===== src/fsd_pkg.sv =====
// ----------------------------------------------------------------------------
// fsd_pkg
// Shared constants, types and helpers for the Floyd-Steinberg dither block.
// ----------------------------------------------------------------------------
`default_nettype none

package fsd_pkg;

   localparam int MAX_WIDTH_DEF  = 2048;
   localparam int FRAC_BITS_DEF  = 8;

   localparam int PIXEL_W        = 8;
   localparam int IMAGE_WIDTH_W  = 12;
   localparam int BIT_DEPTH_W    = 4;

   localparam int CSR_INDEX_W    = 4;
   localparam int CSR_DATA_W     = 16;

   localparam int IMAGE_WIDTH_RESET = 2048;
   localparam int BIT_DEPTH_RESET   = 1;
   localparam int BIT_DEPTH_MAX     = 8;

   localparam logic [CSR_INDEX_W-1:0] CSR_IMAGE_WIDTH = CSR_INDEX_W'(0);
   localparam logic [CSR_INDEX_W-1:0] CSR_BIT_DEPTH   = CSR_INDEX_W'(1);

   typedef struct packed {
      logic frame_start;
      logic first_row;
      logic row_end;
   } item_flags_type;

   // keep the top b bits of q and repeat them down through the low bits
   function automatic logic [PIXEL_W-1:0] fsd_rebuild(input logic [PIXEL_W-1:0] q,
                                                      input logic [BIT_DEPTH_W-1:0] b);
      logic [PIXEL_W-1:0] mask;
      logic [PIXEL_W-1:0] top;
      logic [PIXEL_W-1:0] r;
      int                 s;
      mask = 8'hFF << (4'd8 - b);
      top  = q & mask;
      r    = top;
      for (s = 1; s <= PIXEL_W; s++) begin
         if (s * int'(b) <= PIXEL_W) begin
            r = r | (top >> (s * int'(b)));
         end
      end
      return r;
   endfunction

endpackage

`default_nettype wire


===== src/fsd_csr.sv =====
// ----------------------------------------------------------------------------
// fsd_csr
// Configuration registers; values are stored already clamped to legal range.
// ----------------------------------------------------------------------------
`default_nettype none

module fsd_csr #(
   parameter int MAX_WIDTH = fsd_pkg::MAX_WIDTH_DEF,
   localparam int COL_W    = $clog2(MAX_WIDTH),
   localparam int WID_W    = COL_W + 1
) (
   input  wire logic                            clock,
   input  wire logic                            reset,
   input  wire logic                            csr_valid,
   output logic                                 csr_ready,
   input  wire logic [fsd_pkg::CSR_INDEX_W-1:0] csr_index,
   input  wire logic [fsd_pkg::CSR_DATA_W-1:0]  csr_wdata,
   output logic [WID_W-1:0]                     width_eff,
   output logic [fsd_pkg::BIT_DEPTH_W-1:0]      depth_eff
);
   import fsd_pkg::*;

   localparam int CMP_W = (WID_W > IMAGE_WIDTH_W) ? WID_W : IMAGE_WIDTH_W;
   localparam int WIDTH_RESET = (IMAGE_WIDTH_RESET > MAX_WIDTH) ? MAX_WIDTH
                                                                 : IMAGE_WIDTH_RESET;

   logic [WID_W-1:0]       width_ff, width_in;
   logic [BIT_DEPTH_W-1:0] depth_ff, depth_in;
   logic [CMP_W-1:0]       wd_ext;
   logic [BIT_DEPTH_W-1:0] dd;

   assign csr_ready = 1'b1;

   always_comb begin
      width_in = width_ff;
      depth_in = depth_ff;
      wd_ext   = CMP_W'(csr_wdata[IMAGE_WIDTH_W-1:0]);
      dd       = csr_wdata[BIT_DEPTH_W-1:0];
      if (csr_valid && csr_ready && csr_index == CSR_IMAGE_WIDTH) begin
         priority if (wd_ext == '0) begin
            width_in = WID_W'(1);
         end else if (wd_ext > CMP_W'(MAX_WIDTH)) begin
            width_in = WID_W'(MAX_WIDTH);
         end else begin
            width_in = wd_ext[WID_W-1:0];
         end
      end
      if (csr_valid && csr_ready && csr_index == CSR_BIT_DEPTH) begin
         priority if (dd == '0) begin
            depth_in = BIT_DEPTH_W'(1);
         end else if (dd > BIT_DEPTH_W'(BIT_DEPTH_MAX)) begin
            depth_in = BIT_DEPTH_W'(BIT_DEPTH_MAX);
         end else begin
            depth_in = dd;
         end
      end
   end

   always_ff @(posedge clock) begin
      if (reset) begin
         width_ff <= WID_W'(WIDTH_RESET);
         depth_ff <= BIT_DEPTH_W'(BIT_DEPTH_RESET);
      end else begin
         width_ff <= width_in;
         depth_ff <= depth_in;
      end
   end

   assign width_eff = width_ff;
   assign depth_eff = depth_ff;

endmodule

`default_nettype wire


===== config.mk =====
export PLATFORM = sky130hd
export DESIGN_NAME = fsd_csr
export DESIGN_NICKNAME = d
export VERILOG_FILES = /design/src/fsd_pkg.sv /design/src/fsd_csr.sv
export SDC_FILE = /design/constraint.sdc
export NUM_CORES = 1
export LEC_CHECK = 0
export ABC_AREA = 1
export BUFFER_PORTS_ARGS = -buffer_cell sky130_fd_sc_hd__clkbuf_2
export CAP_MARGIN = 40
export CORE_UTILIZATION = 40
export DETAILED_ROUTE_END_ITERATION = 16
export PLACE_DENSITY = 0.85
export SLEW_MARGIN = 20
export SYNTH_ARGS = -nofsm -noshare
export SYNTH_HDL_FRONTEND = slang
export SYNTH_SLANG_ARGS = --single-unit

===== constraint.sdc =====
create_clock -name clock -period 1.48 [get_ports clock]
set_input_delay 0.296 -clock clock [delete_from_list [all_inputs] [get_ports clock]]
set_output_delay 0.296 -clock clock [all_outputs]
set_load 0.02 [all_outputs]

==> results_dict.tcl <==
set metrics [dict create \
    intPower_mw 0.5576 \
    syn_to_final_growth_pct 28.89 \
    min-delay-start "csr_wdata[9]" \
    cpLargestDelayFamily "flip-flops" \
    total_global_routing_track_utilization_pct 18.08 \
    post_synth_num_cell_types 17 \
    worst_setup_path_start_kind "flip-flop" \
    data_required_time_at_the_worst_endpoint_ns 1.18 \
    ioPinCount 40 \
    synth_flop_cell "sky130_fd_sc_hd__dfxtp_1" \
    power_frac_clock_pct 30.1 \
    min_delay_path_depth 3 \
    cts_hold_buf 0 \
    cp_cell_sequence "clkbuf_2" \
    post_drt_via_cell_ratio 4.825 \
    clk_latency_ns 0.28 \
    ant_nets 0 \
    worst_reg2reg_endpoint "depth_eff[3]$_SDFFE_PP0P_" \
    part_of_the_total_power_dissipated_in_sequential_elements_pct 60.0 \
    post_cts_buffers 0 \
    drt-wirelength-per-cell_um 9.881 \
    worst_slack_ns 0.3873 \
    row_count 14 \
    dr.max_layer_used "met4" \
    finalInstanceArea_um2 859.6 \
    worstPathBufferInverterCount 1 \
    gr-total-overflow 0 \
    fin_cells 143 \
    die_w_um 42.83 \
    core_area_um2 1524 \
    cts_tree "yes" \
    synthesis.area_per_instance_um2 7.095 \
    reg2reg_from "depth_eff[3]$_SDFFE_PP0P_" \
    synth_async_sr_flop_share_pct 0 \
    pre_cts_slack_ns 0.1772 \
    antenna_cells 0 \
    grt_first_pass_wirelength_um 2463 \
    port-buffer-count 34 \
    swShare_pct 23.33 \
    met1_wire_length_um 579 \
    gp_congestion 0.7139 \
    final.period_utilization_pct 73.83 \
    design.die.area_um2 1834 \
    antenna_violations_before_repair 0 \
    dr.first_iter.drc_count 6 \
    setup_viol 0 \
    result_of_the_run "complete, no violations" \
    syn_area_um2 666.9 \
    htree_num_levels 1 \
    synth_enable_flop_cells 0 \
    drt_pre_antenna_iters 4 \
    unrepaired_setup_endpoints_after_global_routing "no" \
    worst-r2r-cell-count 2 \
    synth.yosys.seq_area_share_pct 48.03 \
    postSynthCellCount 94 \
    worst_setup_path_end_kind "output port" \
    post_cts_resize_count 0 \
    clock_tree.root_cell "sky130_fd_sc_hd__clkbuf_4" \
    dpl.cell_count 140 \
    fin_setup_tns_ns 0 \
    numCtsBuffers 3 \
    synth.ff_latch_count 16 \
    timing_max_transition_violations_final 0 \
    nNetsFinal 152 \
    sum_of_routed_wire_length_over_all_layers_um 1413 \
    route.detailed.drc 0 \
    ys_top_cells_by_area "sky130_fd_sc_hd__dfxtp_1, sky130_fd_sc_hd__nand2_1, sky130_fd_sc_hd__a21oi_1, sky130_fd_sc_hd__nor2_1, sky130_fd_sc_hd__inv_1" \
    yosys.area.top_type "sky130_fd_sc_hd__dfxtp_1" \
    power.ir.vdd_worst_v 0.0005141 \
    ys.warnings.count 0 \
    reg2reg_slack_ns 0.81 \
    clk_transition_reported_paths_ns 0.09 \
    dieHeight_um 42.83 \
    worstHoldEndpoint "width_eff[9]$_SDFFE_PP0P_" \
    timing.final.crit_period_ns 1.093 \
    path_max_fanout 2 \
    drv.max_cap_violation_count 0 \
    met2WireLength_um 745 \
    power_leakage_nw 0.4141 \
    finalClockSkew_ns 0 \
    dp_hpwl_um 1122 \
    worst_ep_arrival_time_ns 0.80 \
    critical_path.slowest_cell "sky130_fd_sc_hd__dfxtp_1" \
    fmax_mhz 915.2 \
    initial_core_util_pct 43.76 \
    vias 690 \
    drive_above_1_share_pct 31.50 \
    power.combinational.fraction_pct 9.9 \
    placedInstanceArea_um2 837.1 \
    mappedNetlistNets 117 \
    synthDominantCellAreaShare_pct 48.03 \
    critPathMaxStageDelay_ns 0.34 \
    via_count_of_the_first_global_routing_pass 644 \
    setup.worst_path.class "flip-flop to output port" \
    maximum_number_of_pins_on_one_net_before_global_route_repair 17 \
    clock_sink_count 16 \
    dr_wl_met3_um 55 \
    finalHoldViolations 0 \
    timing.hold.worst.class "primary input to flip-flop" \
    max-clock-path-buffers 2 \
    netSwitchingPower_mw 0.1697 \
    power_density_of_the_placed_cells_nw_per_um2 846.0 \
]
worst max-delay path by stage:
stage	from	to	slack, ns	cells after the start
final	width_eff[9]$_SDFFE_PP0P_	width_eff[9]	0.39	1
after detailed placement	csr_index[3]	width_eff[10]$_SDFFE_PP0P_	0.18	7
after global routing	csr_index[3]	width_eff[10]$_SDFFE_PP0P_	0.31	7
after CTS	width_eff[4]$_SDFFE_PP0P_	width_eff[4]	0.37	1
after global placement	csr_index[3]	width_eff[10]$_SDFFE_PP0P_	0.21	7
after floorplan	csr_index[3]	width_eff[3]$_SDFFE_PP0P_	0.43	7
area by class of cell:
class,instances,area [um2]
fillers,151,664.4
repair buffers,34,170.2
well taps,16,20.02
multi-input cells,65,292.8
inverters,9,33.78
clock buffers,3,22.52
flip-flops and latches,16,320.3
per-stage QoR:
| step | hold slack, ns | power (mW) | util, % |
|---|---|---|---|
| 3_5_place_dp | 0.4469 | 0.5188 | 54.93 |
| 4_1_cts | 0.2498 | 0.7342 | 56.40 |
| 5_1_grt | 0.2637 | 0.7612 | 56.40 |
| 6_report | 0.2535 | 0.7272 | 56.40 |
| 3_3_place_gp | 0.4416 | 0.5164 | 54.93 |
| 2_1_floorplan | 0.4134 | 0.4826 | - |
cells in the final DEF (no fill, tap or decap):
master                      n
sky130_fd_sc_hd__nor2_1    10
sky130_fd_sc_hd__nand2_1   31
sky130_fd_sc_hd__clkbuf_2  34
sky130_fd_sc_hd__nand2_4    1
sky130_fd_sc_hd__clkbuf_4   3
sky130_fd_sc_hd__nor3_1     1
sky130_fd_sc_hd__a21oi_1   12
sky130_fd_sc_hd__inv_1      9
sky130_fd_sc_hd__a211oi_1   1
sky130_fd_sc_hd__nor2_2     2
sky130_fd_sc_hd__nand4_1    1
sky130_fd_sc_hd__a22oi_1    3
sky130_fd_sc_hd__dfxtp_1   16
sky130_fd_sc_hd__nand3_1    1
sky130_fd_sc_hd__conb_1     1
sky130_fd_sc_hd__o21ai_0    1
power by group through the flow:
| stage | clock network (mW) | registers (mW) | logic, mW |
|---|---|---|---|
| 2_1_floorplan | 0 | 0.452 | 0.0306 |
| 3_3_place_gp | 0 | 0.447 | 0.0698 |
| 3_5_place_dp | 0 | 0.447 | 0.0721 |
| 4_1_cts | 0.225 | 0.437 | 0.0723 |
| 5_1_grt | 0.243 | 0.437 | 0.0804 |
| 6_report | 0.219 | 0.437 | 0.0719 |
metal layers:
| layer | up-vias | track usage [%] |
|---|---|---|
| met4 | 0 | 13.75 |
| met3 | 4 | 3.830 |
| met5 | - | 0 |
| met2 | 16 | 30.30 |
| li1 | 364 | - |
| met1 | 306 | 19.53 |
cells by family after synthesis:
logic type / count (synthesis) / share of synthesized area [%]
simple gates: 47 / 29.08
compound gates: 17 / 14.26
flops: 16 / 48.03
buf+inv: 13 / 8.067
other cells: 1 / 0.5623
worst register-to-register path: stages (launching register included):
cell and delay [ns]:
sky130_fd_sc_hd__dfxtp_1 0.34, sky130_fd_sc_hd__inv_1 0.04, sky130_fd_sc_hd__a211oi_1 0.21
cells in the mapped netlist (all sizes together) (2+ instances only):
library cell / count
a22oi: 3
clkbuf: 2
a21oi: 12
nor2: 12
buf: 2
nand2: 32
inv: 9
dfxtp: 16
registers in the layout, indices dropped and copies added (netlist names):
name,cells
depth_eff,4
width_eff,12
(Power assumes the default switching activity.)
