[src/fsd_pkg.sv]
// ----------------------------------------------------------------------------
// fsd_pkg
// Shared constants, types and helpers for the Floyd-Steinberg dither block.
// ----------------------------------------------------------------------------
`default_nettype none

package fsd_pkg;

   localparam int MAX_WIDTH_DEF  = 2048;
   localparam int FRAC_BITS_DEF  = 8;

   localparam int PIXEL_W        = 8;
   localparam int IMAGE_WIDTH_W  = 12;
   localparam int BIT_DEPTH_W    = 4;

   localparam int CSR_INDEX_W    = 4;
   localparam int CSR_DATA_W     = 16;

   localparam int IMAGE_WIDTH_RESET = 2048;
   localparam int BIT_DEPTH_RESET   = 1;
   localparam int BIT_DEPTH_MAX     = 8;

   localparam logic [CSR_INDEX_W-1:0] CSR_IMAGE_WIDTH = CSR_INDEX_W'(0);
   localparam logic [CSR_INDEX_W-1:0] CSR_BIT_DEPTH   = CSR_INDEX_W'(1);

   typedef struct packed {
      logic frame_start;
      logic first_row;
      logic row_end;
   } item_flags_type;

   // keep the top b bits of q and repeat them down through the low bits
   function automatic logic [PIXEL_W-1:0] fsd_rebuild(input logic [PIXEL_W-1:0] q,
                                                      input logic [BIT_DEPTH_W-1:0] b);
      logic [PIXEL_W-1:0] mask;
      logic [PIXEL_W-1:0] top;
      logic [PIXEL_W-1:0] r;
      int                 s;
      mask = 8'hFF << (4'd8 - b);
      top  = q & mask;
      r    = top;
      for (s = 1; s <= PIXEL_W; s++) begin
         if (s * int'(b) <= PIXEL_W) begin
            r = r | (top >> (s * int'(b)));
         end
      end
      return r;
   endfunction

endpackage

`default_nettype wire

[src/fsd_diffuse.sv]
// ----------------------------------------------------------------------------
// fsd_diffuse
// Quantize stage: adds diffused error, quantizes, spreads the residual and
// writes row errors back, with bypass for entries still in flight.
// ----------------------------------------------------------------------------
`default_nettype none

module fsd_diffuse #(
   parameter int COL_W     = $clog2(fsd_pkg::MAX_WIDTH_DEF),
   parameter int FRAC_BITS = fsd_pkg::FRAC_BITS_DEF,
   localparam int ERR_W    = FRAC_BITS + 10,
   localparam int ACC_W    = FRAC_BITS + 11
) (
   input  wire logic                            clock,
   input  wire logic                            reset,
   input  wire logic                            accept,
   output logic                                 in_ready,
   input  wire logic [COL_W-1:0]                in_col,
   input  wire fsd_pkg::item_flags_type         in_flags,
   input  wire logic [fsd_pkg::PIXEL_W-1:0]     in_pixel,
   input  wire logic [fsd_pkg::BIT_DEPTH_W-1:0] depth,
   input  wire logic [ERR_W-1:0]                ram_rd_data,
   output logic                                 ram_wr_en,
   output logic [COL_W-1:0]                     ram_wr_addr,
   output logic [ERR_W-1:0]                     ram_wr_data,
   output logic                                 rsp_valid,
   input  wire logic                            rsp_ready,
   output logic [fsd_pkg::PIXEL_W-1:0]          rsp_pixel_out
);
   import fsd_pkg::*;

   localparam int QW = FRAC_BITS + PIXEL_W;
   localparam logic signed [ACC_W-1:0] TOP_ACC = ACC_W'(255 << FRAC_BITS);
   localparam logic [QW-1:0] HALF = QW'(1 << (FRAC_BITS - 1));

   // stage registers
   logic                      a_valid_ff, a_valid_in;
   logic [PIXEL_W-1:0]        a_pixel_ff, a_pixel_in;
   logic [COL_W-1:0]          a_col_ff, a_col_in;
   item_flags_type            a_flags_ff, a_flags_in;
   logic                      byp_hit_ff, byp_hit_in;
   logic signed [ERR_W-1:0]   byp_data_ff, byp_data_in;

   // carried errors
   logic signed [ERR_W-1:0]   re_ff, re_in;
   logic signed [ERR_W-1:0]   bl_ff, bl_in;
   logic signed [ERR_W-1:0]   bp_ff, bp_in;

   // deferred row-end write
   logic                      pend_valid_ff, pend_valid_in;
   logic [COL_W-1:0]          pend_addr_ff, pend_addr_in;
   logic signed [ERR_W-1:0]   pend_data_ff, pend_data_in;

   // output register
   logic                      out_valid_ff, out_valid_in;
   logic [PIXEL_W-1:0]        out_pixel_ff, out_pixel_in;

   logic                      a_adv;
   logic signed [ERR_W-1:0]   re_cur, bl_cur, bp_cur, row_err;
   logic signed [ACC_W-1:0]   acc;
   logic [QW-1:0]             acc_c;
   logic [QW-1:0]             round_sum;
   logic [PIXEL_W-1:0]        colour;
   logic signed [ERR_W-1:0]   err;
   logic signed [ERR_W+2:0]   ex, m7, m5, m3, m7_sh, m5_sh, m3_sh;
   logic signed [ERR_W-1:0]   e7, e5, e3, e1;
   logic signed [ERR_W-1:0]   prim_data, tail_data;
   logic                      prim_we;
   logic [COL_W-1:0]          prim_addr;

   always_comb begin
      a_adv    = a_valid_ff && (!out_valid_ff || rsp_ready);
      in_ready = !a_valid_ff || a_adv;

      re_cur  = a_flags_ff.frame_start ? '0 : re_ff;
      bl_cur  = a_flags_ff.frame_start ? '0 : bl_ff;
      bp_cur  = a_flags_ff.frame_start ? '0 : bp_ff;
      row_err = a_flags_ff.first_row ? '0
              : (byp_hit_ff ? byp_data_ff : $signed(ram_rd_data));

      acc = $signed({3'b000, a_pixel_ff, {FRAC_BITS{1'b0}}})
          + $signed({{(ACC_W-ERR_W){re_cur[ERR_W-1]}}, re_cur})
          + $signed({{(ACC_W-ERR_W){row_err[ERR_W-1]}}, row_err});

      priority if (acc[ACC_W-1]) begin
         acc_c = '0;
      end else if (acc > TOP_ACC) begin
         acc_c = TOP_ACC[QW-1:0];
      end else begin
         acc_c = acc[QW-1:0];
      end

      round_sum = acc_c + HALF;
      colour    = fsd_rebuild(round_sum[QW-1:FRAC_BITS], depth);
      err       = $signed({2'b00, acc_c}) - $signed({2'b00, colour, {FRAC_BITS{1'b0}}});

      ex    = {{3{err[ERR_W-1]}}, err};
      m7    = (ex <<< 3) - ex;
      m5    = (ex <<< 2) + ex;
      m3    = (ex <<< 1) + ex;
      m7_sh = m7 >>> 4;
      m5_sh = m5 >>> 4;
      m3_sh = m3 >>> 4;
      e7    = m7_sh[ERR_W-1:0];
      e5    = m5_sh[ERR_W-1:0];
      e3    = m3_sh[ERR_W-1:0];
      e1    = err >>> 4;

      prim_we   = a_col_ff != '0;
      prim_addr = a_col_ff - COL_W'(1);
      prim_data = bl_cur + e3;
      tail_data = bp_cur + e5;

      ram_wr_en   = a_adv && (prim_we || pend_valid_ff);
      ram_wr_addr = prim_we ? prim_addr : pend_addr_ff;
      ram_wr_data = prim_we ? prim_data : pend_data_ff;

      // carries and deferred write
      re_in         = re_ff;
      bl_in         = bl_ff;
      bp_in         = bp_ff;
      pend_valid_in = pend_valid_ff;
      pend_addr_in  = pend_addr_ff;
      pend_data_in  = pend_data_ff;
      if (a_adv) begin
         if (a_flags_ff.row_end) begin
            re_in         = '0;
            bl_in         = '0;
            bp_in         = '0;
            pend_valid_in = 1'b1;
            pend_addr_in  = a_col_ff;
            pend_data_in  = tail_data;
         end else begin
            re_in = e7;
            bl_in = tail_data;
            bp_in = e1;
            if (!prim_we) begin
               pend_valid_in = 1'b0;
            end
         end
      end

      // stage a load, with bypass of writes the ram read misses
      a_valid_in  = a_valid_ff;
      a_pixel_in  = a_pixel_ff;
      a_col_in    = a_col_ff;
      a_flags_in  = a_flags_ff;
      byp_hit_in  = byp_hit_ff;
      byp_data_in = byp_data_ff;
      if (accept) begin
         a_valid_in = 1'b1;
         a_pixel_in = in_pixel;
         a_col_in   = in_col;
         a_flags_in = in_flags;
         priority if (a_adv && a_flags_ff.row_end && a_col_ff == in_col) begin
            byp_hit_in  = 1'b1;
            byp_data_in = tail_data;
         end else if (a_adv && prim_we && prim_addr == in_col) begin
            byp_hit_in  = 1'b1;
            byp_data_in = prim_data;
         end else if (pend_valid_ff && pend_addr_ff == in_col) begin
            byp_hit_in  = 1'b1;
            byp_data_in = pend_data_ff;
         end else begin
            byp_hit_in  = 1'b0;
         end
      end else if (a_adv) begin
         a_valid_in = 1'b0;
      end

      out_valid_in = out_valid_ff;
      out_pixel_in = out_pixel_ff;
      if (a_adv) begin
         out_valid_in = 1'b1;
         out_pixel_in = colour;
      end else if (rsp_ready) begin
         out_valid_in = 1'b0;
      end
   end

   always_ff @(posedge clock) begin
      if (reset) begin
         a_valid_ff    <= 1'b0;
         out_valid_ff  <= 1'b0;
         pend_valid_ff <= 1'b0;
         re_ff         <= '0;
         bl_ff         <= '0;
         bp_ff         <= '0;
      end else begin
         a_valid_ff    <= a_valid_in;
         out_valid_ff  <= out_valid_in;
         pend_valid_ff <= pend_valid_in;
         re_ff         <= re_in;
         bl_ff         <= bl_in;
         bp_ff         <= bp_in;
      end
   end

   always_ff @(posedge clock) begin
      a_pixel_ff   <= a_pixel_in;
      a_col_ff     <= a_col_in;
      a_flags_ff   <= a_flags_in;
      byp_hit_ff   <= byp_hit_in;
      byp_data_ff  <= byp_data_in;
      pend_addr_ff <= pend_addr_in;
      pend_data_ff <= pend_data_in;
      out_pixel_ff <= out_pixel_in;
   end

   assign rsp_valid     = out_valid_ff;
   assign rsp_pixel_out = out_pixel_ff;

endmodule

`default_nettype wire

[config.mk]
export PLATFORM = sky130hd
export DESIGN_NAME = fsd_diffuse
export DESIGN_NICKNAME = d
export VERILOG_FILES = /design/src/fsd_pkg.sv /design/src/fsd_diffuse.sv
export SDC_FILE = /design/constraint.sdc
export NUM_CORES = 1
export LEC_CHECK = 0
export ABC_AREA = 1
export BUFFER_PORTS_ARGS = -buffer_cell sky130_fd_sc_hd__buf_2
export CORE_ASPECT_RATIO = 2
export CORE_MARGIN = 2
export CORE_UTILIZATION = 60
export DETAILED_ROUTE_END_ITERATION = 8
export PLACE_DENSITY = 0.9
export SYNTH_ARGS = -nofsm -noshare
export SYNTH_HDL_FRONTEND = slang
export SYNTH_SLANG_ARGS = --single-unit
[constraint.sdc]
create_clock -name clock -period 16.7 [get_ports clock]
set_input_delay 3.34 -clock clock [delete_from_list [all_inputs] [get_ports clock]]
set_output_delay 3.34 -clock clock [all_outputs]
set_load 0.05 [all_outputs]
==> impl_metrics.yaml <==
die:
  die-area_um2: 23800
  io_pins: 88
  rows: 77
  core_um2: 22200
  start_util_pct: 61.0
  die_y_um: 216
  die_x_um: 110
sta:
  fin_crit_ps: 16170
  finalSetupViolations: 0
  worst_slew_pin_slew_ps: 1200
  fin_crit_sh_pct: 96.8
  final-hold-violation-count: 0
  finClkSkew_ps: 13.7
  fin_tns_setup_ps: 0
  slew_headroom_pct: 19.8
  rsz0062_at_grt: "false"
  slew_violations: 0
  timing.fmax_mhz: 61.8
synthesis:
  ys_types: 58
  synth_ff_type: "edfxtp_1"
  synth-seq-area-share_pct: 24.9
  avgSynthCellArea_um2: 6.82
  synth-edff-count: 78
  syn_inst: 1983
  synthesis.area_um2: 13500
  synthesis.nets: 2184
  yosys_warnings: 0
  synth-seq-cells: 129
  synthArstFlopShare_pct: 0
place:
  hpwl_um: 37800
  place_area_um2: 14200
  dp.cells: 2312
  io_buffers: 87
  place.gp.congestion: 1.07
global_route:
  grt_remaining_overflow: 0
  antenna_found_initial: 1
  grt_max_degree: 56
  grt_pass1_vias: 14000
  grt_pass1_wl_um: 75100
  track_usage_pct: 42.7
layout:
  stdcell_count: 2345
  multi_input_area_um2: 9020
  final_nets: 2256
  layout_commonest_cell: "nand2_1"
  area_growth_pct: 10.1
  fill_cells: 1981
  final_cell_mix: "nand2_1, inv_1, nor2_1, a21oi_1, ha_1"
  seq_area_um2: 3360
  final_cell_area_um2: 14900
  final_layout_size_suffix_gt1_share_pct: 10.3
routing:
  ant_nets: 0
  via_per_inst: 6.04
  drcViolationCount: 3
  vias: 14200
  drt_first_pass_iters: 9
  routed_wl_um: 49500
  drt_iter0_markers: 1217
  wire_per_inst_um: 21.1
worst_setup_path:
  cp_slowest_cell: "fa_1"
  path_max_fanout: 9
  critPathLaunchType: "input pin"
  crit_path_end_kind: "output port"
  critPathRequiredTime_ps: 13360
  path_class: "in -> out"
  cp_common_cell: "nand2_1"
  arrival_ps: 12830
  slowest_delay_ps: 540
worst_hold_path:
  hold_class: "reg -> reg"
clock_tree:
  cts_buffers: 17
  clkSlewWorstSetupHoldPaths_ps: 60
  cts_resized: 0
  cts-root-buf: "clkbuf_16"
  clkLatencyLatePin_ps: 450
  h-tree-depth: 4
  cts_tree: "yes"
  cts_setup_buffers: 0
  cts_sinks: 129
  cts_buffer_depth: 2
  ctsHoldBuffers: 0
outcome:
  violations: "DRC"
  status: "finished with violations"
flow_run:
  max_cap_violations: 0
==> per-stage QoR <==
| stage | setup WS [ps] | hold slack, ps | utilization [%] |
|---|---|---|---|
| detailed placement | 656 | 456 | 64.1 |
| CTS | 603 | 465 | 66.9 |
| floorplan | 1450 | 445 | - |
| global route | 8.16 | 478 | 67.2 |
| global placement | 762 | 452 | 64.1 |
| finish | 526 | 463 | 67.2 |
==> flip-flops by register name (all words and copies together) (netlist names) <==
register	cells
a_pixel_ff	8
byp_hit_ff	1
a_flags_ff	3
rsp_pixel_out	8
re_ff	17
bp_ff	13
a_valid_ff	1
rsp_valid	1
bl_ff	18
a_col_ff	11
pend_data_ff	18
pend_valid_ff	1
byp_data_ff	18
pend_addr_ff	11
==> final cells by class <==
cell class	count	share of cell area (%)
diodes	1	0.0168
clock buffers	17	2.86
clock inverters	15	1.26
inverters	272	6.86
multi-input cells	1538	60.6
flip-flops and latches	129	22.6
well taps	276	2.32
repair buffers	97	3.48
==> final timing paths <==
| path | from | endpoint | slack, ps | cells past startpoint |
|---|---|---|---|---|
| worst max register to register | byp_hit_ff$_SDFFCE_PN1P_ | byp_data_ff[17]$_DFFE_PP_ | 5560 | 53 |
| worst max-delay path | ram_rd_data[12] | ram_wr_data[17] | 530 | 52 |
| worst min register to register | bl_ff[4]$_SDFFE_PP0P_ | bl_ff[4]$_SDFFE_PP0P_ | 460 | 2 |
| worst min-delay path | bl_ff[4]$_SDFFE_PP0P_ | bl_ff[4]$_SDFFE_PP0P_ | 460 | 2 |
==> per-layer routing <==
metal | up-vias | GRT usage [%] | share of wire (%)
li1 | 6686 | - | -
met1 | 6443 | 38.7 | 31
met2 | 718 | 70.9 | 48
met3 | 328 | 12.2 | 7.5
met4 | 0 | 44.0 | 13
met5 | - | 0 | 0
==> cell usage after synthesis, types with 5 or more instances <==
cell type / count / area, um2
clkbuf_1: 38 / 143
nor3_1: 17 / 85.1
nand3_2: 9 / 90.1
xor2_1: 71 / 622
o21ai_0: 106 / 531
o22ai_1: 6 / 37.5
xnor2_1: 21 / 184
nand3_1: 122 / 611
nor2_2: 7 / 43.8
inv_2: 5 / 18.8
or2_2: 9 / 56.3
o21a_1: 6 / 45.0
o211ai_1: 13 / 97.6
fa_1: 18 / 360
nand2_1: 472 / 1770
a31oi_1: 8 / 50.1
edfxtp_1: 78 / 2340
a21oi_1: 166 / 831
nor2_4: 6 / 67.6
ha_1: 135 / 1690
inv_1: 265 / 995
o21bai_1: 8 / 60.1
nor2_1: 219 / 822
buf_2: 5 / 25.0
nor4_1: 7 / 43.8
a21o_1: 9 / 67.6
nand2_2: 17 / 106
dfxtp_1: 51 / 1020
nand3b_1: 14 / 105
nand2_4: 5 / 56.3
nand4_1: 26 / 163
==> cell families (layout without fill, tap and decap cells) <==
group                      Yosys count  count (layout)  synth area share, %
buffers and inverters              316             401                 8.82
AOI/OAI and AO/OA                  348             348                 14.4
adders and majority gates          153             153                 15.2
and+or+nand+nor                    945             945                 30.8
DFF                                129             129                 24.9
other                                0               1                    0
xor gates and xnor gates            92              92                 5.96
==> worst max-delay path: cells and delay by family <==
| kind | cells | cell delay (ps) |
|---|---|---|
| fa+ha+maj | 7 | 2540 |
| buf+inv | 5 | 850 |
| compound gates | 7 | 1510 |
| simple gates | 31 | 4130 |
| xor+xnor | 2 | 450 |
Power is not shown: default switching activity piles up to over one toggle a cycle in this logic, so the estimate is an artifact.
