File: config.mk
export PLATFORM = sky130hd
export DESIGN_NAME = fsd_front
export DESIGN_NICKNAME = d
export VERILOG_FILES = /design/src/fsd_pkg.sv /design/src/fsd_front.sv
export SDC_FILE = /design/constraint.sdc
export NUM_CORES = 1
export LEC_CHECK = 0
export ABC_AREA = 1
export BUFFER_PORTS_ARGS = -buffer_cell sky130_fd_sc_hd__buf_2
export CORE_MARGIN = 2
export CORE_UTILIZATION = 35
export DETAILED_ROUTE_END_ITERATION = 6
export PLACE_DENSITY = 0.58
export SLEW_MARGIN = 20
export SYNTH_ARGS = -nofsm -noshare
export SYNTH_HDL_FRONTEND = slang
export SYNTH_SLANG_ARGS = --single-unit
File: constraint.sdc
create_clock -name clock -period 3.3 [get_ports clock]
set_input_delay 0.33 -clock clock [delete_from_list [all_inputs] [get_ports clock]]
set_output_delay 0.33 -clock clock [all_outputs]
set_load 0.01 [all_outputs]
File: src/fsd_pkg.sv
// ----------------------------------------------------------------------------
// fsd_pkg
// Shared constants, types and helpers for the Floyd-Steinberg dither block.
// ----------------------------------------------------------------------------
`default_nettype none

package fsd_pkg;

   localparam int MAX_WIDTH_DEF  = 2048;
   localparam int FRAC_BITS_DEF  = 8;

   localparam int PIXEL_W        = 8;
   localparam int IMAGE_WIDTH_W  = 12;
   localparam int BIT_DEPTH_W    = 4;

   localparam int CSR_INDEX_W    = 4;
   localparam int CSR_DATA_W     = 16;

   localparam int IMAGE_WIDTH_RESET = 2048;
   localparam int BIT_DEPTH_RESET   = 1;
   localparam int BIT_DEPTH_MAX     = 8;

   localparam logic [CSR_INDEX_W-1:0] CSR_IMAGE_WIDTH = CSR_INDEX_W'(0);
   localparam logic [CSR_INDEX_W-1:0] CSR_BIT_DEPTH   = CSR_INDEX_W'(1);

   typedef struct packed {
      logic frame_start;
      logic first_row;
      logic row_end;
   } item_flags_type;

   // keep the top b bits of q and repeat them down through the low bits
   function automatic logic [PIXEL_W-1:0] fsd_rebuild(input logic [PIXEL_W-1:0] q,
                                                      input logic [BIT_DEPTH_W-1:0] b);
      logic [PIXEL_W-1:0] mask;
      logic [PIXEL_W-1:0] top;
      logic [PIXEL_W-1:0] r;
      int                 s;
      mask = 8'hFF << (4'd8 - b);
      top  = q & mask;
      r    = top;
      for (s = 1; s <= PIXEL_W; s++) begin
         if (s * int'(b) <= PIXEL_W) begin
            r = r | (top >> (s * int'(b)));
         end
      end
      return r;
   endfunction

endpackage

`default_nettype wire

File: src/fsd_front.sv
// ----------------------------------------------------------------------------
// fsd_front
// Column counter and first-row flag, stepped once per accepted input beat.
// ----------------------------------------------------------------------------
`default_nettype none

module fsd_front #(
   parameter int MAX_WIDTH = fsd_pkg::MAX_WIDTH_DEF,
   localparam int COL_W    = $clog2(MAX_WIDTH),
   localparam int WID_W    = COL_W + 1
) (
   input  wire logic               clock,
   input  wire logic               reset,
   input  wire logic               accept,
   input  wire logic               frame_start,
   input  wire logic [WID_W-1:0]   width_eff,
   output logic [COL_W-1:0]        col,
   output fsd_pkg::item_flags_type flags
);
   import fsd_pkg::*;

   logic [COL_W-1:0] col_ff, col_in;
   logic             first_row_ff, first_row_in;
   logic             row_end;
   logic             first_row;

   always_comb begin
      col       = frame_start ? '0 : col_ff;
      first_row = frame_start | first_row_ff;
      row_end   = (WID_W'(col) + WID_W'(1)) >= width_eff;

      flags.frame_start = frame_start;
      flags.first_row   = first_row;
      flags.row_end     = row_end;

      col_in       = col_ff;
      first_row_in = first_row_ff;
      if (accept) begin
         if (row_end) begin
            col_in       = '0;
            first_row_in = 1'b0;
         end else begin
            col_in       = col + COL_W'(1);
            first_row_in = first_row;
         end
      end
   end

   always_ff @(posedge clock) begin
      if (reset) begin
         col_ff       <= '0;
         first_row_ff <= 1'b1;
      end else begin
         col_ff       <= col_in;
         first_row_ff <= first_row_in;
      end
   end

endmodule

`default_nettype wire

==> impl_metrics.ini, run 1 <==
[logic_synthesis]
synth_top_family_by_area = simple AND/OR/NAND/NOR gates
seq_area_frac_synth_pct = 18.4
yosys.cell_types.count = 29
syn-num-nets = 245
ys_ff_latch = 12
syn_avg_cell_area_um2 = 6.06
syn-cell-area_um2 = 1310
syn-instance-count = 216
yosys.area_share.xor_xnor_pct = 0.669
synth_edf_count = 0
synthMuxAreaShare_pct = 0
synthArstFlopShare_pct = 0
synth-compound-area-share_pct = 8.32
ys.warnings.count = 0
ys.flop_type = dfxtp_1
synth-simple-area-share_pct = 43.2
synthAdderAreaFrac_pct = 12.4

[clocking]
clk_pin_slew_ns = 0.05
tritoncts = built
htreeDepth = 1
clk_latency_ns = 0.24
cts.sinks = 12
cts_made_buffers = 3
cts_hold_buf = 0
clockBufferDepth = 2
cts_root_buffer = clkbuf_8

[global_route]
grt_pass1_wl_um = 5290
grt.overflow.total = 0
antenna_found_initial = 0
grt_max_degree = 17
grt_pass1_vias = 1209
track_usage_pct = 16.0

[finish]
mostFrequentLayoutCells = nand2_1, inv_1, nor2_1
fin_nets = 273
layout_commonest_cell = nand2_1
final_cell_area_um2 = 1530
num_antenna_cells = 0
syn2layout_area_growth_pct = 16.5
drive_gt1_share_pct = 24.8
fillers = 405
final_util_pct = 42.0

[sta]
tns_ns = 0
clock.fmax_mhz = 336
hold_viol = 0
setup_viol = 0
skew_ns = 0.00321
slew_viol_final = 0
min_period_ns = 2.98
maxSlewHeadroom_pct = 78.6
rsz0062_at_grt = false
worst_pin_slew_ns = 0.319
post-route-period-util_pct = 90.3

[flow_run]
maxCapViolCount = 0

[placement]
post_dp_cell_area_um2 = 1480
hpwl_um = 2580
gp_congestion = 0.819
port_buffers = 29

[setup_path]
critPathLaunchType = flip-flop
worstPathArrival_ns = 2.65
cp_max_fo = 7
cp.required_ns = 2.97
cp-end-kind = output pin
path_class = reg -> out

[floorplanning]
pin_count = 30
dieHeight_um = 65.2
coreArea_um2 = 3630
die-width_um = 65.2
row_count = 22
initial_utilization_pct = 36.0
fp.dieArea_um2 = 4240

[drt]
drtPass1Iterations = 4
drt-total-wl_um = 3120
wire_per_inst_um = 10.8
drt_iter0_drc = 65
route.detailed.drc = 0
detail-route-antenna-nets = 0
vias_per_cell = 4.49
vias = 1303

[run_status]
status = finished, final reports clean

[power]
powerDensity_nw_per_um2 = 216
power.leakage_uw = 0.000856
ir_drop_mv = 0.146

[worst_hold_path]
hold_class = in -> reg
## state kept, by name (all words and copies together) (netlist names)
name,cells
col_ff,11
first_row_ff,1
## layout make-up
class	instances	area, um^2	area share (%)
sequential	12	240	15.8
inverter	47	176	11.6
multi-input combinational	150	855	56.0
timing repair buffer	30	153	10.0
clock buffer	3	41.3	2.71
tap	48	60.1	3.94
## through the flow
step / worst slack, ns / power (uW) / hold WS [ns] / cells
after floorplan: 0.575 / 185 / 0.399 / 216
after global placement: 0.453 / 201 / 0.470 / 287
after detailed placement: 0.383 / 202 / 0.465 / 287
after CTS: 0.285 / 333 / 0.428 / 290
after global routing: 0.00536 / 347 / 0.443 / 290
final: 0.321 / 330 / 0.421 / 290
## power by group
part / internal [uW] / switching, uW / leakage, uW
combinational: 18.6 / 31.1 / 0.000737
sequential: 147 / 1.42 / 0.0000972
clock: 80.3 / 51.5 / 0.0000216
total: 246 / 84.1 / 0.000856
## cells by family after synthesis
family / Yosys count
flip-flops: 12
XOR/XNOR: 1
adder cells (fa/ha/maj): 13
AND/OR/NAND/NOR: 119
AO/OA/AOI/OAI: 17
buffers and inverters: 54
## worst max-delay path: stages, from the launching register on
cell and delay (ns):
dfxtp_1 0.35, inv_1 0.05, nor2_1 0.19, ha_1 0.28
nand3_2 0.16, nor2_2 0.13, nand3_1 0.09, nand2_1 0.07
inv_1 0.04, ha_1 0.26, nand2_1 0.04, nor2_1 0.18
nand3_2 0.20, nand4_4 0.20, buf_2 0.16
## what timing repair did
item | CTS | global route
endpoints found under the setup margin | 0 | 1
endpoints found under the hold margin | 0 | 0
resized for setup | 0 | 1
buffers inserted | 0 | 0
## synthesized netlist by cell type (2+ instances only)
master | number | share of area, %
clkbuf_1 | 2 | 0.57
nand2_1 | 47 | 13
o21bai_2 | 2 | 1.7
ha_1 | 13 | 12
nand2_2 | 2 | 0.96
nand3_1 | 15 | 5.7
buf_4 | 3 | 1.7
inv_1 | 39 | 11
o21ai_0 | 2 | 0.76
inv_2 | 7 | 2.0
nand4_1 | 6 | 2.9
nor2_1 | 33 | 9.5
nand3_2 | 3 | 2.3
a21oi_1 | 10 | 3.8
dfxtp_1 | 12 | 18
and2_1 | 2 | 0.96
nor2_2 | 6 | 2.9
## per-layer routing
layer | share of wire (%) | GRT usage (%)
met4 | 1.3 | 4.69
met2 | 46 | 28.1
met3 | 3.5 | 1.54
met1 | 50 | 20.9
met5 | 0 | 0
## final timing paths
path / startpoint / to / slack [ns] / depth (start not counted)
worst max-delay path: col_ff[0] / flags[0] / 0.32 / 14
worst min-delay path: reset / col_ff[6] / 0.42 / 2
worst max register to register: col_ff[0] / col_ff[2] / 0.70 / 18
worst min register to register: col_ff[1] / col_ff[1] / 0.48 / 2
No activity file was read; power rests on OpenSTA's default activity.
==> run 2, diff against run 1 <==
--- a/config.mk
+++ b/config.mk
@@ -10,7 +10,6 @@
 export CORE_MARGIN = 2
 export CORE_UTILIZATION = 35
 export DETAILED_ROUTE_END_ITERATION = 6
-export PLACE_DENSITY = 0.58
 export SLEW_MARGIN = 20
 export SYNTH_ARGS = -nofsm -noshare
 export SYNTH_HDL_FRONTEND = slang
==> impl_metrics.ini, run 2 (synthesized netlist as in run 1, its figures left out) <==
[run_status]
status = finished, final reports clean

[drt]
vias = 1298
detail-route-antenna-nets = 0
drt_iter0_drc = 41
drtPass1Iterations = 4
route.detailed.drc = 0
wire_per_inst_um = 10.7
drt-total-wl_um = 3110
vias_per_cell = 4.48

[clocking]
cts_root_buffer = clkbuf_8
clk_latency_ns = 0.24
cts_hold_buf = 0
post-cts-setup-buffers = 0
cts_resized = 0
clockBufferDepth = 2
tritoncts = built
cts_made_buffers = 3
htreeDepth = 1
clk_pin_slew_ns = 0.05
cts.sinks = 12

[finish]
fin_nets = 273
top_regs = col_ff x11, first_row_ff x1
largest_reg_flops = 11
num_antenna_cells = 0
mostFrequentLayoutCells = nand2_1, inv_1, nor2_1
layout_commonest_cell = nand2_1
drive_gt1_share_pct = 24.8
regMostFlops = col_ff
syn2layout_area_growth_pct = 16.5
final_util_pct = 42.0

[sta]
hold_viol = 0
min_period_ns = 2.99
worst_pin_slew_ns = 0.318
slew_viol_final = 0
rsz0062_at_grt = false
setup_viol = 0
clock.fmax_mhz = 334
skew_ns = 0.000911
post-route-period-util_pct = 90.7
maxSlewHeadroom_pct = 78.8
tns_ns = 0

[power]
ir_drop_mv = 0.127
power.leakage_uw = 0.000856
powerDensity_nw_per_um2 = 219

[global_route]
track_usage_pct = 16.1
grt_pass1_vias = 1129
grt_pass1_wl_um = 5260
grt_max_degree = 17
grt.overflow.total = 0
antenna_found_initial = 0

[floorplanning]
pin_count = 30
coreArea_um2 = 3630
row_count = 22
die-width_um = 65.2
initial_utilization_pct = 36.0
fp.dieArea_um2 = 4240
dieHeight_um = 65.2

[setup_path]
cp_max_fo = 7
cp-end-kind = output pin
path_class = reg -> out
critPathLaunchType = flip-flop
cp.required_ns = 2.97
worstPathArrival_ns = 2.66

[placement]
hpwl_um = 2590
port_buffers = 29
gp_congestion = 0.828

[worst_hold_path]
hold_class = in -> reg

[flow_run]
maxCapViolCount = 0
## run 2: critical path, cell delays in order, from the launching register on
cell and delay [ns]:
dfxtp_1 0.34, inv_1 0.05, nor2_1 0.21, ha_1 0.28
nand3_2 0.16, nor2_2 0.13, nand3_1 0.09, nand2_1 0.07
inv_1 0.04, ha_1 0.25, nand2_1 0.04, nor2_1 0.18
nand3_2 0.20, nand4_4 0.20, buf_2 0.15
## run 2: power by group
| part | internal, uW | switching [uW] | total [uW] |
|---|---|---|---|
| combinational | 18.6 | 30.8 | 49.4 |
| sequential | 147 | 1.30 | 148 |
| clock | 80.7 | 56.3 | 137 |
| total | 246 | 88.4 | 335 |
## run 2: final cells by class
type / count / area (um^2)
inverters: 47 / 176
well taps: 48 / 60.1
clock buffers: 3 / 41.3
multi-input cells: 150 / 855
repair buffers: 30 / 153
flip-flops and latches: 12 / 240
fillers: 424 / 2110
## run 2: worst paths after layout
kind / start / end / slack [ns] / depth (start not counted)
setup reg to reg: col_ff[0] / col_ff[1] / 0.70 / 18
hold reg to reg: first_row_ff / first_row_ff / 0.47 / 2
setup / recovery: col_ff[0] / flags[0] / 0.31 / 14
hold / removal: reset / col_ff[6] / 0.41 / 2
## run 2: through the flow
step           area (um^2)  hold WS [ns]  power [uW]  worst slack [ns]  instances
2_1_floorplan         1310         0.399         185             0.575        216
3_3_place_gp          1480         0.468         201             0.455        287
3_5_place_dp          1480         0.460         201             0.372        287
4_1_cts               1520         0.410         339             0.266        290
5_1_grt               1530         0.427         350           0.00320        290
6_report              1530         0.407         335             0.307        290
## run 2: per-layer routing
layer  part of all wire [%]  global-route usage [%]
met4                    1.9                    7.03
met5                      0                       0
met3                    4.9                    1.20
met1                     48                    22.0
met2                     45                    26.2
==> run 3, diff against run 2 <==
--- a/config.mk
+++ b/config.mk
@@ -10,6 +10,7 @@
 export CORE_MARGIN = 2
 export CORE_UTILIZATION = 35
 export DETAILED_ROUTE_END_ITERATION = 6
+export PLACE_DENSITY_LB_ADDON = 0.1
 export SLEW_MARGIN = 20
 export SYNTH_ARGS = -nofsm -noshare
 export SYNTH_HDL_FRONTEND = slang
==> impl_metrics.ini, run 3 (synthesized netlist as in run 1, its figures left out) <==
[setup_path]
crit_chain = inv_1, nor2_1, ha_1, nand3_2, nor2_2, nand3_1, nand2_1, inv_1, ha_1, nand2_1, nor2_1, nand3_2, nand4_2, buf_2
path_class = reg -> out
cpMaxStageDelayCell = dfxtp_1
reg2reg_slack_ns = 0.65
max_stage_delay_ns = 0.35
worstReg2RegEnd = col_ff[5]
r2r_cells = 17
cp.required_ns = 2.97
cp_max_fo = 7
worstPathArrival_ns = 2.60
cp-end-kind = output pin
regToRegStartpoint = col_ff[0]
critPathLaunchType = flip-flop

[global_route]
grt_max_degree = 17
grt_pass1_vias = 1143
grt.overflow.total = 0
grt_pass1_wl_um = 5190
antenna_found_initial = 0
track_usage_pct = 16.0

[worst_hold_path]
hold_start = reset
hold_class = in -> reg
hold_depth = 2
min_to = col_ff[6]

[placement]
port_buffers = 29
gp_congestion = 0.798
hpwl_um = 2690

[finish]
fin_nets = 274
seq_area_um2 = 240
largest_reg_flops = 11
multi_input_area_um2 = 846
mostFrequentLayoutCells = nand2_1, inv_1, nor2_1
fillers = 404
layout_commonest_cell = nand2_1
syn2layout_area_growth_pct = 17.5
num_antenna_cells = 0
regMostFlops = col_ff
drive_gt1_share_pct = 25.4
top_regs = col_ff x11, first_row_ff x1
final_util_pct = 42.3

[power]
ir_drop_mv = 0.172
power.leakage_uw = 0.000865
clkPwrFrac_pct = 45.7
p_sw_uw = 93.1
swShare_pct = 25.5
powerDensity_nw_per_um2 = 237
pwr-share-seq_pct = 40.7
pwr-share-comb_pct = 13.6
internal-power_uw = 271

[sta]
clock.fmax_mhz = 341
min_period_ns = 2.93
maxSlewHeadroom_pct = 79.6
worst_pin_slew_ns = 0.306
post-route-period-util_pct = 88.8
tns_ns = 0
hold_viol = 0
skew_ns = 0.00344
setup_viol = 0
rsz0062_at_grt = false
slew_viol_final = 0

[floorplanning]
die-width_um = 65.2
pin_count = 30
initial_utilization_pct = 36.0
fp.dieArea_um2 = 4240
coreArea_um2 = 3630
row_count = 22
dieHeight_um = 65.2

[clocking]
cts_root_buffer = clkbuf_8
cts_hold_buf = 0
cts_resized = 0
tritoncts = built
cts.sinks = 12
clk_pin_slew_ns = 0.05
htreeDepth = 1
cts_made_buffers = 3
post-cts-setup-buffers = 0
clk_latency_ns = 0.25
clockBufferDepth = 2

[drt]
vias = 1313
route.detailed.drc = 0
drt_iter0_drc = 34
vias_per_cell = 4.50
detail-route-antenna-nets = 0
drtPass1Iterations = 4
wire_per_inst_um = 10.8
drt-total-wl_um = 3150

[run_status]
status = finished, final reports clean

[flow_run]
maxCapViolCount = 0
## run 3: final cells by class
cell class	count	area share [%]
flip-flops and latches	12	15.6
inverters	47	11.5
clock buffers	4	3.58
multi-input cells	150	55.0
repair buffers	31	10.4
well taps	48	3.91
## run 3: worst max-delay path by stage
stage	start	endpoint	slack [ns]	cells after the start
global route	col_ff[0]	flags[0]	0.09	14
global placement	frame_start	flags[0]	0.49	14
detailed placement	frame_start	flags[0]	0.43	14
CTS	col_ff[0]	flags[0]	0.36	14
finish	col_ff[0]	flags[0]	0.37	14
floorplan	frame_start	flags[0]	0.58	14
## run 3: critical path, delay by kind of cell (launching register included)
| family | cells | cell delay, ns |
|---|---|---|
| and+or+nand+nor | 9 | 1.22 |
| adders and majority gates | 2 | 0.55 |
| DFF | 1 | 0.35 |
| buffers and inverters | 3 | 0.22 |
## run 3: power groups by stage
stage / clock network (uW) / registers [uW] / logic (uW)
6_report: 167 / 148 / 49.5
5_1_grt: 178 / 149 / 56.7
4_1_cts: 168 / 148 / 50.2
3_5_place_dp: 0 / 151 / 50.0
3_3_place_gp: 0 / 151 / 50.5
2_1_floorplan: 0 / 151 / 33.6
## run 3: per-stage QoR
| step | cells | worst slack, ns | power [uW] | hold slack, ns | area (um^2) |
|---|---|---|---|---|---|
| after floorplan | 216 | 0.575 | 185 | 0.399 | 1310 |
| after global placement | 288 | 0.490 | 202 | 0.478 | 1480 |
| after detailed placement | 288 | 0.435 | 201 | 0.476 | 1480 |
| after CTS | 292 | 0.360 | 367 | 0.409 | 1540 |
| after global routing | 292 | 0.0946 | 383 | 0.431 | 1540 |
| final | 292 | 0.370 | 364 | 0.419 | 1540 |
## run 3: routing by layer
metal / track usage [%] / up-vias / routed length [um]
met5: 0 / - / 0
met4: 5.47 / 0 / 46
met3: 1.54 / 4 / 116
met2: 26.5 / 24 / 1450
met1: 21.7 / 567 / 1540
li1: - / 718 / -
